===== src/rtl/core/dpmpp_pkg.sv =====
// shared types, register codes and helpers for the dpm-solver++ update pipeline
package dpmpp_pkg;

  localparam int DATA_W     = 32;
  localparam int CFG_IDX_W  = 3;
  localparam int CFG_DATA_W = 25;
  localparam int NUM_STAGES = 7;
  localparam int SAT_IN_W   = 80;

  typedef enum logic [CFG_IDX_W-1:0] {
    REG_SIGMA_CUR,
    REG_NORM_CUR,
    REG_SAMP_WEIGHT,
    REG_STEP_COEF,
    REG_INV_RATIO,
    REG_HIST_ORDER,
    REG_FIRST_FINAL,
    REG_FINAL_STEP
  } cfg_reg_t;

  typedef enum logic {
    FUNC_UPDATE = 1'b0,
    FUNC_CLEAR  = 1'b1
  } func_t;

  typedef struct packed {
    logic [23:0]        sigma_cur;
    logic [23:0]        norm_cur;
    logic [16:0]        samp_weight;
    logic signed [16:0] step_coef;
    logic signed [24:0] inv_ratio;
    logic [1:0]         hist_order;
    logic               first_final;
    logic               final_step;
  } cfg_t;

  typedef struct packed {
    logic second;
    logic ovf;
    logic last;
  } flags_t;

  localparam logic [23:0]        RST_SIGMA_CUR    = 24'd0;
  localparam logic [23:0]        RST_NORM_CUR     = 24'd65536;
  localparam logic [16:0]        RST_SAMP_WEIGHT  = 17'd65536;
  localparam logic signed [16:0] RST_STEP_COEF    = 17'sd0;
  localparam logic signed [24:0] RST_INV_RATIO    = 25'sd65536;
  localparam logic [1:0]         RST_HIST_ORDER   = 2'd2;
  localparam logic               RST_FIRST_FINAL  = 1'b1;
  localparam logic               RST_FINAL_STEP   = 1'b0;
  localparam logic [1:0]         MIN_SECOND_ORDER = 2'd2;

  // clamp a wide signed value into 32-bit signed range
  function automatic logic signed [DATA_W-1:0] sat32(input logic signed [SAT_IN_W-1:0] x);
    logic fits;
    fits = (&x[SAT_IN_W-1:DATA_W-1]) | ~(|x[SAT_IN_W-1:DATA_W-1]);
    if (fits) begin
      return x[DATA_W-1:0];
    end else if (x[SAT_IN_W-1]) begin
      return {1'b1, {(DATA_W-1){1'b0}}};
    end else begin
      return {1'b0, {(DATA_W-1){1'b1}}};
    end
  endfunction

endpackage


===== src/rtl/core/dpmpp_ctrl.sv =====
// configuration registers and per-step element index / warm-up tracking
module dpmpp_ctrl #(
  parameter int MAX_ELEMENTS = 16384,
  localparam int IDX_W = (MAX_ELEMENTS > 1) ? $clog2(MAX_ELEMENTS) : 1
) (
  input  logic                             clk,
  input  logic                             rst_n,
  input  logic                             cfg_we,
  input  logic [dpmpp_pkg::CFG_IDX_W-1:0]  cfg_idx,
  input  logic [dpmpp_pkg::CFG_DATA_W-1:0] cfg_wdata,
  input  logic                             accept,
  input  logic                             func,
  input  logic                             last_element,
  output dpmpp_pkg::cfg_t                  cfg,
  output dpmpp_pkg::flags_t                flags,
  output logic [IDX_W-1:0]                 idx
);

  dpmpp_pkg::cfg_t  cfg_r;
  logic [IDX_W-1:0] idx_r, idx_nxt;
  logic             ovf_r, ovf_nxt;
  logic [1:0]       warm_r, warm_nxt;

  // second order needs a stored history and no forced first-order final step
  always_comb begin
    flags.second = !ovf_r && (warm_r != 2'd0) &&
                   (cfg_r.hist_order >= dpmpp_pkg::MIN_SECOND_ORDER) &&
                   !(cfg_r.first_final && cfg_r.final_step);
    flags.ovf    = ovf_r;
    flags.last   = last_element;
  end

  assign cfg = cfg_r;
  assign idx = idx_r;

  always_comb begin
    idx_nxt  = idx_r;
    ovf_nxt  = ovf_r;
    warm_nxt = warm_r;
    if (accept) begin
      if (func == dpmpp_pkg::FUNC_CLEAR) begin
        idx_nxt  = '0;
        ovf_nxt  = 1'b0;
        warm_nxt = 2'd0;
      end else begin
        if (!ovf_r) begin
          if (idx_r == IDX_W'(MAX_ELEMENTS - 1)) begin
            ovf_nxt = 1'b1;
          end else begin
            idx_nxt = idx_r + IDX_W'(1);
          end
        end
        if (last_element) begin
          idx_nxt = '0;
          ovf_nxt = 1'b0;
          if (warm_r < cfg_r.hist_order) begin
            warm_nxt = warm_r + 2'd1;
          end
        end
      end
    end
  end

  always_ff @(posedge clk) begin
    if (!rst_n) begin
      idx_r             <= '0;
      ovf_r             <= 1'b0;
      warm_r            <= 2'd0;
      cfg_r.sigma_cur   <= dpmpp_pkg::RST_SIGMA_CUR;
      cfg_r.norm_cur    <= dpmpp_pkg::RST_NORM_CUR;
      cfg_r.samp_weight <= dpmpp_pkg::RST_SAMP_WEIGHT;
      cfg_r.step_coef   <= dpmpp_pkg::RST_STEP_COEF;
      cfg_r.inv_ratio   <= dpmpp_pkg::RST_INV_RATIO;
      cfg_r.hist_order  <= dpmpp_pkg::RST_HIST_ORDER;
      cfg_r.first_final <= dpmpp_pkg::RST_FIRST_FINAL;
      cfg_r.final_step  <= dpmpp_pkg::RST_FINAL_STEP;
    end else begin
      idx_r  <= idx_nxt;
      ovf_r  <= ovf_nxt;
      warm_r <= warm_nxt;
      if (cfg_we) begin
        unique case (dpmpp_pkg::cfg_reg_t'(cfg_idx))
          dpmpp_pkg::REG_SIGMA_CUR:   cfg_r.sigma_cur <= cfg_wdata[23:0];
          dpmpp_pkg::REG_NORM_CUR:    cfg_r.norm_cur <= cfg_wdata[23:0];
          dpmpp_pkg::REG_SAMP_WEIGHT: cfg_r.samp_weight <= cfg_wdata[16:0];
          dpmpp_pkg::REG_STEP_COEF:   cfg_r.step_coef <= $signed(cfg_wdata[16:0]);
          dpmpp_pkg::REG_INV_RATIO:   cfg_r.inv_ratio <= $signed(cfg_wdata[24:0]);
          dpmpp_pkg::REG_HIST_ORDER:  cfg_r.hist_order <= cfg_wdata[1:0];
          dpmpp_pkg::REG_FIRST_FINAL: cfg_r.first_final <= cfg_wdata[0];
          dpmpp_pkg::REG_FINAL_STEP:  cfg_r.final_step <= cfg_wdata[0];
          default: ;
        endcase
      end
    end
  end

endmodule


===== config.mk =====
export PLATFORM = sky130hd
export DESIGN_NAME = dpmpp_ctrl
export DESIGN_NICKNAME = d
export VERILOG_FILES = /design/src/rtl/core/dpmpp_pkg.sv /design/src/rtl/core/dpmpp_ctrl.sv
export SDC_FILE = /design/constraint.sdc
export NUM_CORES = 1
export LEC_CHECK = 0
export ABC_AREA = 1
export BUFFER_PORTS_ARGS = -buffer_cell sky130_fd_sc_hd__buf_2
export CORE_AREA = 2 2 123 125
export CTS_CLUSTER_DIAMETER = 150
export DETAILED_ROUTE_END_ITERATION = 8
export DIE_AREA = 0 0 125 127
export PLACE_DENSITY = 0.63
export SYNTH_ARGS = -nofsm -noshare
export SYNTH_HDL_FRONTEND = slang
export SYNTH_SLANG_ARGS = --single-unit
export TNS_END_PERCENT = 100

===== constraint.sdc =====
create_clock -name clk -period 1.6 [get_ports clk]
set_clock_uncertainty 0.05 [all_clocks]
set_input_delay 0.4 -clock clk [delete_from_list [all_inputs] [get_ports clk]]
set_output_delay 0.4 -clock clk [all_outputs]
set_load 0.02 [all_outputs]

* Yosys cells after proc, flatten, opt, wreduce, memory -nomap -nowiden *
Index checks and enable logic that the tools add are counted.

storage, ports and cells
  bits in registers = 128
  latch bits = 0
  RAM bits = 0
  bits in read-only memories = 0
  input bits = 34
  output and inout bits = 128
  word-level logic and storage cells = 56
  memories = 0

operators by class
  add/subtract/negate cells = 2
  $mul = 0
  divide/modulo/power cells = 0
  order comparisons = 2
  equal/unequal tests = 10
  shift operators = 0
  multiplexer cells = 11
  bitwise gates (word level) = 0
  reduce and logical (&&, ||, !) cells = 20

operators with widths
  cell                                                                   number
  14-bit two-way mux                                                     4
  2-bit AND reduction                                                    8
  14-bit by 1-bit adder with 14-bit output, second input constant        1
  14-bit equality test, second input constant                            1
  3-bit equality test, second input constant                             4
  3-bit by 2-bit equality test with 1-bit output, second input constant  2
  2-bit two-way mux                                                      3
  3-bit != test, second input constant                                   2
  3-bit AND reduction                                                    2
  2-bit nonzero test                                                     3
  1-bit logical AND                                                      4
  1-bit two-way mux                                                      4
  3-bit by 1-bit equality test with 1-bit output, second input constant  1
  3-bit zero test                                                        1
  2-bit by 1-bit adder with 2-bit output, second input constant          1
  2-bit >= comparator, second input constant                             1
  1-bit zero test                                                        2
  2-bit less-than comparator                                             1

* Depth between registers and ports, before layout *
Gate-level depths: netlist of run 1.

  word-level depth = 5
  depth in mapped cells = 10

* Worst setup path before layout of run 1 *
Ideal clock, no wire load.

  path type = register -> output
  from = register cfg_r, in the netlist cfg[3]
  to = output flags[2] (netlist name)
  arrival = 1.623 ns
  required time = 1.150 ns
  setup slack = -0.473 ns
  cell stages (with the launch flop) = 3
  buffers on the path = 0
  path through = dfxtp_1 inv_1 a2111oi_0

RTL lines
  what                RTL line          text
  start: declaration  dpmpp_ctrl.sv:19  dpmpp_pkg::cfg_t cfg_r;
  end: declaration    dpmpp_ctrl.sv:15  output dpmpp_pkg::flags_t flags,

==> summary.txt, run 1 <==
Critical path
  – CP Cell Sequence: inv_2, ha_4, a2111oi_4, buf_4
  – R2r endpoint: idx[5]
  – Critical path fanouts, max: 2
  – Crit-path leading delay family: flip-flops
  – Critical path arrival: 1.33 ns
  – Worst Reg-to-Reg Cells: 8
  – Worst EP required: between 1 and 1.5 ns
  – Max incr delay on CP: 0.33 ns
  – Worst Setup Path Type: flop to primary output
  – Reg2Reg Setup Slack: 0.09 ns
  – Crit start category: flop
  – Crit end category: primary output
  – Worst r2r src: idx[1]
  – CP max-delay cell: dfxtp_2
  – Worst Path Buf+Inv: 2

Clocking
  – Root cell of the clock tree: clkbuf_16
  – Cts bufs inserted: 17
  – Worst skew pair latency: 0.41 ns
  – CTS sink cnt: 128
  – Clock transition at path regs: 0.06 ns
  – H-tree levels: 4
  – CTS tree: yes
  – Clock Tree Buf Depth: 2
  – CTS Hold Bufs: 0

Die
  – Full die area: 15,880 sq um
  – Row count: 44
  – Chip Width: 125 um
  – Area of the core: 14,420 sq um
  – Chip height: 127 um
  – Initial core utilization: 34.66%
  – # IOs: 162

Route
  – Routed Wire Length: ~16 mm
  – Via-to-Cell Ratio: 4.724
  – Initial DRC count: between 200 and 300
  – DRC: 0
  – Pre-antenna DRT Iters: 5
  – DR WL/cell: 14.73 um
  – Antenna Nets Post-Route: 0
  – DR vias: approximately 5.0k

Power and ir drop
  – PD cells: approximately 1200 nW/um^2
  – Max VDD drop: 0.0006651 V
  – LEAKAGE: ~3.5 nW

Finish
  – Diode count: 0
  – Share of cells above drive strength 1: 30.50%
  – Final core utilization: 48.28%
  – Synth-to-Final Area Change: 39.29%
  – Nets: 897

Global routing
  – First-pass GRT wire length: approximately 25 mm
  – Tot GR Track Use: between 10% and 20%
  – Grt ovf: 0
  – Pin count of the biggest net entering global routing: 81
  – Initial antenna violation count: 0
  – Vias in the first global route: 4,780

Synth
  – Syn Nets: 713
  – Cell accounting for the most synthesized area: dfxtp_1
  – Post-Syn Instances: 676
  – Largest family of logic cells by synthesized area: simple AND/OR/NAND/NOR gates
  – Ys Warns: 0
  – Xor/xnor share of the synthesized area: 0%
  – Main area contributors after synthesis: dfxtp_1, nor2_1, o21ai_0
  – Mux contribution to synthesized area: 0%
  – Seq cells post-synth: around 130
  – Mean Syn Cell Area: 7.396 sq um
  – Synth Area in Compound Gates: a little over an eighth
  – Sequential area share after synthesis: 51.25%
  – Post-Syn Area: 5000 sq um
  – Post-synth top area share: 51.25%
  – Unique masters post-synth: 31
  – Synth Area in Simple Gates: 28.55%
  – Post-Synth Adder-Cell Area: less than 1%

Timing
  – FMAX: 0.5628 GHz
  – Worst slew pin tran: roughly 0.43 ns
  – Slack of the critical path: -0.1769 ns
  – Slew Viols, Final: 0
  – Crit share post-route: 111.1%
  – Final hold violation count: 0
  – RSZ-0062 raised after global routing: yes
  – Worst hold slack: 0.1623 ns
  – Max-Slew Margin vs Limit: 71.07%
  – Final setup viols: 1
  – Final Critical Period: 1.777 ns

Worst hold path
  – Hold Crit Class: primary input to flop
  – Hold Path Sink: cfg[28]
  – Hold depth: 3
  – Hold path start: cfg_wdata[24]

Run status
  – Status: finished, violations left
  – Failing checks: negative setup slack

Placed design
  – Port Buffers: 161
  – Placer Congestion: 0.8716
  – DP HPWL: 10.68 mm

Flow run
  – Max Cap Violations: 0
kinds of logic (layout without fill, tap and decap cells):
logic type,after synthesis,in the layout
simple gates,344,344
compound gates,131,131
fa+ha+maj,3,3
flops,128,128
buf+inv,70,266
flip-flops by register name, indices dropped and copies added, names as in the netlist:
| register | cells |
|---|---|
| cfg | 111 |
| ovf_r | 1 |
| idx | 14 |
| warm_r | 2 |
cell type report:
cell class | instances | area [sq um]
clock buffers | 21 | 470.5
clock inverters | 10 | 158.9
fillers | 1433 | 7460
inverters | 36 | 135.1
multi-input cells | 478 | 2228
flip-flops and latches | 128 | 2569
well taps | 184 | 230.2
repair buffers | 199 | 1172
power by group:
part	internal, mW	switching [mW]	leakage [nW]	total, mW
clock network	2.72	1.40	0.305	4.11
registers	3.30	0.0568	1.04	3.36
logic	0.260	0.501	2.17	0.760
total	6.28	1.96	3.51	8.23
worst reg2reg max path: stages, from the launching register on:
cell and delay, ns:
dfxtp_1 0.34, ha_2 0.20, nand2_2 0.08, nor2_4 0.16, nand4_4 0.14, nand2_8 0.15, buf_4 0.13, nand3_1 0.06
a21oi_1 0.14
synth_stat cells, drive strengths merged:
| library cell | number |
|---|---|
| ha | 3 |
| nand2 | 66 |
| a2111oi | 1 |
| clkbuf | 15 |
| o311ai | 1 |
| nand3 | 27 |
| inv | 36 |
| o21ai | 111 |
| a21oi | 15 |
| nand4 | 2 |
| o211ai | 1 |
| o21bai | 1 |
| or2 | 1 |
| dfxtp | 128 |
| nor2 | 245 |
| nand3b | 1 |
| nor3 | 2 |
| a31o | 1 |
| buf | 19 |
per-layer routing:
| metal | wire, um | GRT usage (%) | vias to the layer above |
|---|---|---|---|
| li1 | - | - | 2537 |
| met3 | 1123 | 6.658 | 18 |
| met1 | 6880 | 24.82 | 2275 |
| met4 | 249 | 6.471 | 0 |
| met2 | 7297 | 31.55 | 159 |
| met5 | 0 | 0 | - |
cell usage in the layout (no fill, tap or decap), drive strengths merged:
master / count
nor2: 245
buf: 199
dfxtp: 128
o21ai: 111
nand2: 66
inv: 36
nand3: 27
clkbuf: 21
a21oi: 15
bufinv: 4
clkinv: 4
ha: 3
clkinvlp: 2
nand4: 2
nor3: 2
a2111oi: 1
o21bai: 1
or2: 1
nand3b: 1
o211ai: 1
o311ai: 1
a31o: 1
how the worst max path moves through the flow:
stage | startpoint | endpoint | slack (ns) | depth (start not counted)
2_1_floorplan | idx[1] | idx[2] | 0.03 | 9
3_3_place_gp | func | idx[13] | 0.05 | 8
3_5_place_dp | func | idx[13] | 0.07 | 8
4_1_cts | warm_r[0] | flags[2] | -0.25 | 4
5_1_grt | warm_r[0] | flags[2] | -0.24 | 4
6_report | warm_r[1] | flags[2] | -0.18 | 4
timing repair:
action | CTS | global route
pin swaps | 2 | 8
setup endpoints to repair | 1 | 14
resized for setup | 8 | 19
endpoints found under the hold margin | 0 | 0
setup buffers | 2 | 2
stage by stage:
step                setup slack, ns  TNS [ns]  area (sq um)  instances  total power, mW
finish                      -0.1769   -0.1769          6964       1056            8.231
global route                -0.2363   -0.3448          6964       1056            8.541
CTS                         -0.2461   -0.2461          6882       1054            8.285
global placement            0.04794         0          6207       1021            4.142
floorplan                   0.02535         0          5006        676            3.824
detailed placement          0.06676         0          6207       1021            4.144
Note: power is estimated with default switching activity, not from simulation.
==> run 2: changes to the inputs <==
==> constraint.sdc (replaced) <==
create_clock -name clk -period 1.6 [get_ports clk]
set_clock_uncertainty 0.05 [all_clocks]
set_input_delay 0.08 -clock clk [delete_from_list [all_inputs] [get_ports clk]]
set_output_delay 0.08 -clock clk [all_outputs]
set_load 0.02 [all_outputs]
==> run 2 against run 1 <==
The flow now finishes without violations. Final area hardly changed. Flip-flop and latch count stayed put. Via count is 0.10% higher. Register-to-register slack hardly changed. Worst hold slack worse by 0.14 ns. Utilization hardly changed. Maximum frequency is 17% higher. Setup slack better by 0.26 ns. Global-route usage is 0.073 points higher. Cell count is 1.0% higher. Critical path type unchanged. Largest cell class unchanged.
==> summary.txt, run 2 (same netlist as run 1, synthesis figures left out) <==
Clocking
  – H-tree levels: 4 (unchanged)
  – CTS sink cnt: 128 (unchanged)
  – Root cell of the clock tree: clkbuf_16
  – Worst skew pair latency: 0.41 ns (about the same)
  – Cts bufs inserted: 17 (unchanged)
  – CTS tree: yes
  – Clock transition at path regs: 0.06 ns (about the same)
  – Clock Tree Buf Depth: 2 (unchanged)

Global routing
  – Tot GR Track Use: 19.67% (+0.073 points)
  – Vias in the first global route: 4,783 (+0.063%)
  – Initial antenna violation count: 0 (unchanged)
  – Pin count of the biggest net entering global routing: 62 (-23%)
  – First-pass GRT wire length: 24.83 mm (-0.55%)
  – Grt ovf: 0 (unchanged)

Power and ir drop
  – Max VDD drop: 0.0007661 V (+15%)
  – LEAKAGE: 3.482 nW (-0.89%)
  – PD cells: 1142 nW/um^2 (-3.4%)

Critical path
  – Crit end category: primary output
  – Worst Setup Path Type: flop to primary output
  – Reg2Reg Setup Slack: 0.09 ns (about the same)
  – Worst EP required: 1.47 ns (+0.32 ns)
  – Crit start category: flop
  – Critical path fanouts, max: 3 (+1)
  – Critical path arrival: 1.39 ns (+0.06 ns)

Placed design
  – Placer Congestion: 0.8486 (-2.6%)
  – Port Buffers: 161 (unchanged)
  – DP HPWL: 10.28 mm (-3.8%)

Route
  – Via-to-Cell Ratio: 4.680 (-0.93%)
  – DR WL/cell: 14.55 um (-1.2%)
  – Routed Wire Length: 15.53 mm (-0.15%)
  – Pre-antenna DRT Iters: 4 (-1)
  – DRC: 0 (unchanged)
  – Antenna Nets Post-Route: 0 (unchanged)
  – Initial DRC count: 264 (-5.4%)
  – DR vias: 4,994 (+0.10%)

Finish
  – Share of cells above drive strength 1: 27.41% (-3.1 points)
  – Max reg flops: 111 (unchanged)
  – Nets: 907 (+1.1%)
  – Diode count: 0 (unchanged)
  – Area occupied by registers: 2567 sq um (about the same)
  – Synth-to-Final Area Change: 39.16% (about the same)
  – Most common cell after layout, fill and taps aside: nor2_1
  – Fillers: 1,468 (+2.4%)
  – Most frequent cells in the layout: nor2_1, buf_2, dfxtp_1, o21ai_0, nand2_1
  – Multi-input combinational cell area: 2180 sq um (-2.2%)

Die
  – # IOs: 162 (unchanged)
  – Area of the core: 14,420 sq um (unchanged)
  – Chip height: 127 um (unchanged)
  – Chip Width: 125 um (unchanged)
  – Initial core utilization: 34.66% (unchanged)
  – Full die area: 15,880 sq um (unchanged)
  – Row count: 44 (unchanged)

Timing
  – Max-Slew Margin vs Limit: 60.62% (-10 points)
  – Final setup viols: 0 (-1)
  – Slew Viols, Final: 0 (unchanged)
  – Setup TNS: 0 ns (+0.1769 ns)
  – Worst hold slack: 0.02061 ns (-0.1417 ns)
  – Crit share post-route: 95.05% (-16 points)
  – FMAX: 0.6575 GHz (+17%)
  – Worst slew pin tran: 0.5900 ns (+0.1577 ns)
  – Final hold violation count: 0 (unchanged)
  – Final Critical Period: 1.521 ns (-0.2561 ns)

Run status
  – Status: completed

Flow run
  – Max Cap Violations: 0 (unchanged)

Worst hold path
  – Hold Crit Class: primary input to flop
[run 2: final timing paths]
path | startpoint | endpoint | cells after the start
worst max-delay path | warm_r[0] | flags[2] | 4
worst min-delay path | cfg_wdata[0] | cfg[0] | 3
worst max register to register | idx[0] | idx[9] | 9
worst min register to register | cfg[20] | cfg[20] | 2
[run 2: area by class of cell]
cell class                      instances  area share (%)
Timing Repair Buffer                  209           18.09
Sequential cell                       128           36.90
Clock buffer                           18           6.168
Tap cell                              184           3.309
Inverter                               36           1.942
Clock inverter                         14           2.266
Multi-Input combinational cell        478           31.33
[run 2: critical path: stages, from the launching register on]
cell,delay (ns)
dfxtp_2,0.33
inv_1,0.05
ha_1,0.19
a2111oi_2,0.19
buf_2,0.22
[run 2: through the flow]
step	area, sq um	instances	power, mW	setup slack (ns)	util (%)
2_1_floorplan	5001	676	3.821	0.02541	-
3_3_place_gp	6040	1006	4.105	0.09203	41.87
3_5_place_dp	6040	1006	4.105	0.06731	41.87
4_1_cts	6904	1065	8.030	0.05208	47.87
5_1_grt	6958	1067	8.269	-0.002957	48.24
6_report	6958	1067	7.946	0.07919	48.24
[run 2: power by group]
group	switching (mW)	internal, mW
sequential	0.0598	3.30
clock	1.52	2.32
combinational	0.484	0.259
[run 2: timing repair]
action	in CTS	in global routing
hold buffers	27	0
setup buffers	0	2
cloned	0	0
hold endpoints to repair	105	0
resized for setup	3	9
endpoints found under the setup margin	1	17
pin swaps	0	2
[run 2: metal layers]
layer	share of wire, %	GRT usage [%]	vias to the layer above
met5	0	0	-
met4	2.7	8.366	0
met3	6.9	6.700	29
met2	44	30.69	146
met1	46	24.97	2265
li1	-	-	2554
==> run 3: changes to the inputs <==
Settings changed: ABC_AREA 1 to 0, CORE_AREA 2 2 123 125 to 2 2 125 127, DIE_AREA 0 0 125 127 to 0 0 127 129.
==> run 3 against run 2 <==
The run now ends with negative setup slack left. Setup slack worse by 0.084 ns. Highest routed layer unchanged. Clock power is 4% higher. Register-to-register slack got worse by 0.09 ns. Die area is 3.2% higher. Count of clock-buffer cells in the layout rose by 1. Cell count fell by 2.9%. Global-route usage fell by 0.42 points. Power down 0.55%.
==> summary.txt, run 3 <==
Critical path
  – Critical path arrival: 1.90 ns (+0.51 ns)
  – Worst EP required: 1.89 ns (+0.42 ns)
  – Reg2Reg Setup Slack: -0.005 ns (-0.09 ns)
  – Crit path from: warm_r[1]
  – Crit start category: flop
  – CP max-delay cell: dfxtp_2
  – Critical path fanouts, max: 3 (unchanged)
  – CP Cell Sequence: buf_4, ha_4, nand2b_4, a21oi_2, o21ai_2, or3_1, a21boi_1
  – Worst r2r src: warm_r[1]
  – Worst Setup Path Type: flop to flop
  – Crit-path leading delay family: simple AND/OR/NAND/NOR gates
  – Worst Reg-to-Reg Cells: 7 (-2)
  – Worst Path Buf+Inv: 1 (-1)
  – Crit path depth: 7 (+3)
  – Max incr delay on CP: 0.32 ns (about the same)
  – R2r endpoint: warm_r[0]
  – Crit end category: flop

Clocking
  – CTS tree: yes
  – Clock transition at path regs: 0.06 ns (about the same)
  – Clock Tree Buf Depth: 2 (unchanged)
  – Root cell of the clock tree: clkbuf_16
  – CTS sink cnt: 128 (unchanged)
  – Cts bufs inserted: 17 (unchanged)
  – H-tree levels: 4 (unchanged)
  – Worst skew pair latency: 0.42 ns (about the same)

Worst hold path
  – Hold path start: cfg_idx[1]
  – Hold Path Sink: cfg[0]
  – Hold depth: 4 (+1)
  – Hold Crit Class: primary input to flop

Timing
  – Worst slew pin tran: 0.4118 ns (-0.1782 ns)
  – Max-Slew Margin vs Limit: 72.55% (+12 points)
  – Slew Viols, Final: 0 (unchanged)
  – FMAX: 0.6232 GHz (-5.2%)
  – Crit share post-route: 100.3% (+5.2 points)
  – Final Critical Period: 1.605 ns (+0.08387 ns)
  – Final hold violation count: 0 (unchanged)
  – Setup TNS: -0.004683 ns (-0.004683 ns)
  – Slack of the critical path: -0.004683 ns (-0.08387 ns)
  – RSZ-0062 raised after global routing: yes
  – Final setup viols: 1 (+1)
  – Worst hold slack: 0.03239 ns (+0.01178 ns)

Route
  – Pre-antenna DRT Iters: 5 (+1)
  – DR WL/cell: 15.19 um (+4.4%)
  – Initial DRC count: 295 (+12%)
  – Via-to-Cell Ratio: 4.749 (+1.5%)
  – DRC: 0 (unchanged)
  – Routed Wire Length: 15.74 mm (+1.4%)
  – Antenna Nets Post-Route: 0 (unchanged)
  – DR vias: 4,920 (-1.5%)

Synth
  – Post-synth top area share: 49.44% (-1.8 points)
  – Cell accounting for the most synthesized area: dfxtp_1
  – Seq cells post-synth: 128 (unchanged)
  – Ys Warns: 0 (unchanged)
  – Post-Syn Area: 5182 sq um (+3.7%)
  – Main area contributors after synthesis: dfxtp_1, nand2_1, a21boi_1
  – Mean Syn Cell Area: 8.372 sq um (+13%)
  – Synth top cells by count: nand2_1, dfxtp_1, a21boi_1
  – EDFF count, synth: 0 (unchanged)
  – Syn Nets: 656 (-8.0%)
  – Most used flip-flop cell after synthesis: dfxtp_1
  – Post-Syn Instances: 619 (-8.4%)
  – Sequential area share after synthesis: 49.44% (-1.8 points)
  – Unique masters post-synth: 42 (+35%)
  – Asr flop ratio synth: 0% (unchanged)
  – Count leader, synth: nand2_1

Finish
  – Most common cell after layout, fill and taps aside: nand2_1
  – Most frequent cells in the layout: nand2_1, buf_2, dfxtp_1, a21boi_1, buf_4
  – Share of cells above drive strength 1: 32.43% (+5.0 points)
  – Max reg flops: 111 (unchanged)
  – Final core utilization: 49.42% (+1.2 points)
  – Diode count: 0 (unchanged)
  – Synth-to-Final Area Change: 42.81%
  – Nets: 872 (-3.9%)

Die
  – Chip height: 129 um (+1.6%)
  – Full die area: 16,380 sq um (+3.2%)
  – Chip Width: 127 um (+1.6%)
  – Row count: 45 (+2.3%)
  – Initial core utilization: 34.60% (-0.060 points)
  – Area of the core: 14,980 sq um (+3.8%)
  – # IOs: 162 (unchanged)

Placed design
  – DP HPWL: 10.76 mm (+4.7%)
  – Port Buffers: 161 (unchanged)
  – Placer Congestion: 0.8549 (+0.74%)

Global routing
  – Pin count of the biggest net entering global routing: 48 (-23%)
  – Tot GR Track Use: 19.25% (-0.42 points)
  – Vias in the first global route: 4,505 (-5.8%)
  – Initial antenna violation count: 0 (unchanged)
  – Grt ovf: 0 (unchanged)
  – First-pass GRT wire length: 24.49 mm (-1.4%)

Power and ir drop
  – Sequential share of power: 41.5% (-0.8 points)
  – Net Switching: 1.861 mW (-10%)
  – Max VDD drop: 0.0006743 V (-12%)
  – LEAKAGE: 3.222 nW (-7.4%)
  – PD cells: 1068 nW/um^2 (-6.5%)
  – Logic gate share of total power: 8.0% (-1.3 points)
  – Switching share of power: 23.55% (-2.5 points)
  – Int Pwr: 6.041 mW (+2.8%)
  – Clk pwr share: 50.5% (+2.1 points)

Flow run
  – Max Cap Violations: 0 (unchanged)

Run status
  – Status: finished, violations left
  – Failing checks: negative setup slack
==> run 3: changes by cell type after synthesis, moves of 10 or more <==
cell / before / now
a21oi_1: 15 / 5
inv_1: 33 / 4
nor2_1: 235 / 7
a21boi_1: 0 / 79
a21boi_0: 0 / 31
o21ai_0: 107 / 6
nand2_1: 63 / 234
==> run 3: area by class of cell <==
cell class | instances | area (sq um)
fill | 1449 | 7576
sequential | 128 | 2581
multi-input combinational | 447 | 2485
timing repair buffer | 237 | 1471
clock buffer | 19 | 452.9
tap | 188 | 235.2
clock inverter | 13 | 160.2
inverter | 4 | 15.01
==> run 3: worst max path at each step <==
stage	end	slack (ns)
floorplan	idx[2]	-0.08
global placement	idx[2]	0.03
detailed placement	idx[5]	-0.02
CTS	idx[5]	0.0004
global route	warm_r[0]	-0.07
finish	warm_r[0]	-0.005
==> run 3: logic make-up (layout without fill, tap and decap cells) <==
family,after synthesis,in the layout,synth area share [%]
simple gates,299,299,24.89
compound gates,138,138,19.70
flops,128,128,49.44
mux,7,7,1.376
fa+ha+maj,3,3,0.7244
buf+inv,44,273,3.863
==> run 3: routing by layer <==
layer,vias to the layer above,GRT usage (%),share of wire (%),wire [um]
met5,-,0,0,0
met4,0,6.787,1.3,204
met3,15,4.782,5.1,805
met2,128,32.13,49,7759
met1,2291,24.36,44,6970
li1,2486,-,-,-
==> run 3: timing repair <==
item	in CTS	in global routing
pin swaps	0	7
hold endpoints to repair	113	0
setup endpoints to repair	1	56
buffers inserted	2	2
hold buffers	28	0
resized for setup	3	11
==> run 3: worst reg2reg max path, cell delays in order (launching register included) <==
cell and delay [ns]:
dfxtp_2 0.32, buf_4 0.14, ha_4 0.15, nand2b_4 0.13, a21oi_2 0.15, o21ai_2 0.10, or3_1 0.32, a21boi_1 0.17
==> run 3: metrics by stage <==
stage	instances	area, sq um	setup WS [ns]	power [mW]
6_report	1036	7401	-0.004683	7.902
5_1_grt	1036	7401	-0.06768	8.205
4_1_cts	1034	7343	0.0004488	7.977
3_5_place_dp	972	6427	-0.01887	3.912
3_3_place_gp	972	6427	0.03098	3.911
2_1_floorplan	619	5216	-0.08170	3.660
==> run 3: power groups by stage <==
| stage | clock (mW) | sequential, mW | combinational (mW) |
|---|---|---|---|
| final | 3.99 | 3.28 | 0.629 |
| after global routing | 4.24 | 3.29 | 0.682 |
| after CTS | 4.08 | 3.28 | 0.621 |
| after detailed placement | 0 | 3.35 | 0.562 |
| after global placement | 0 | 3.35 | 0.563 |
| after floorplan | 0 | 3.42 | 0.236 |
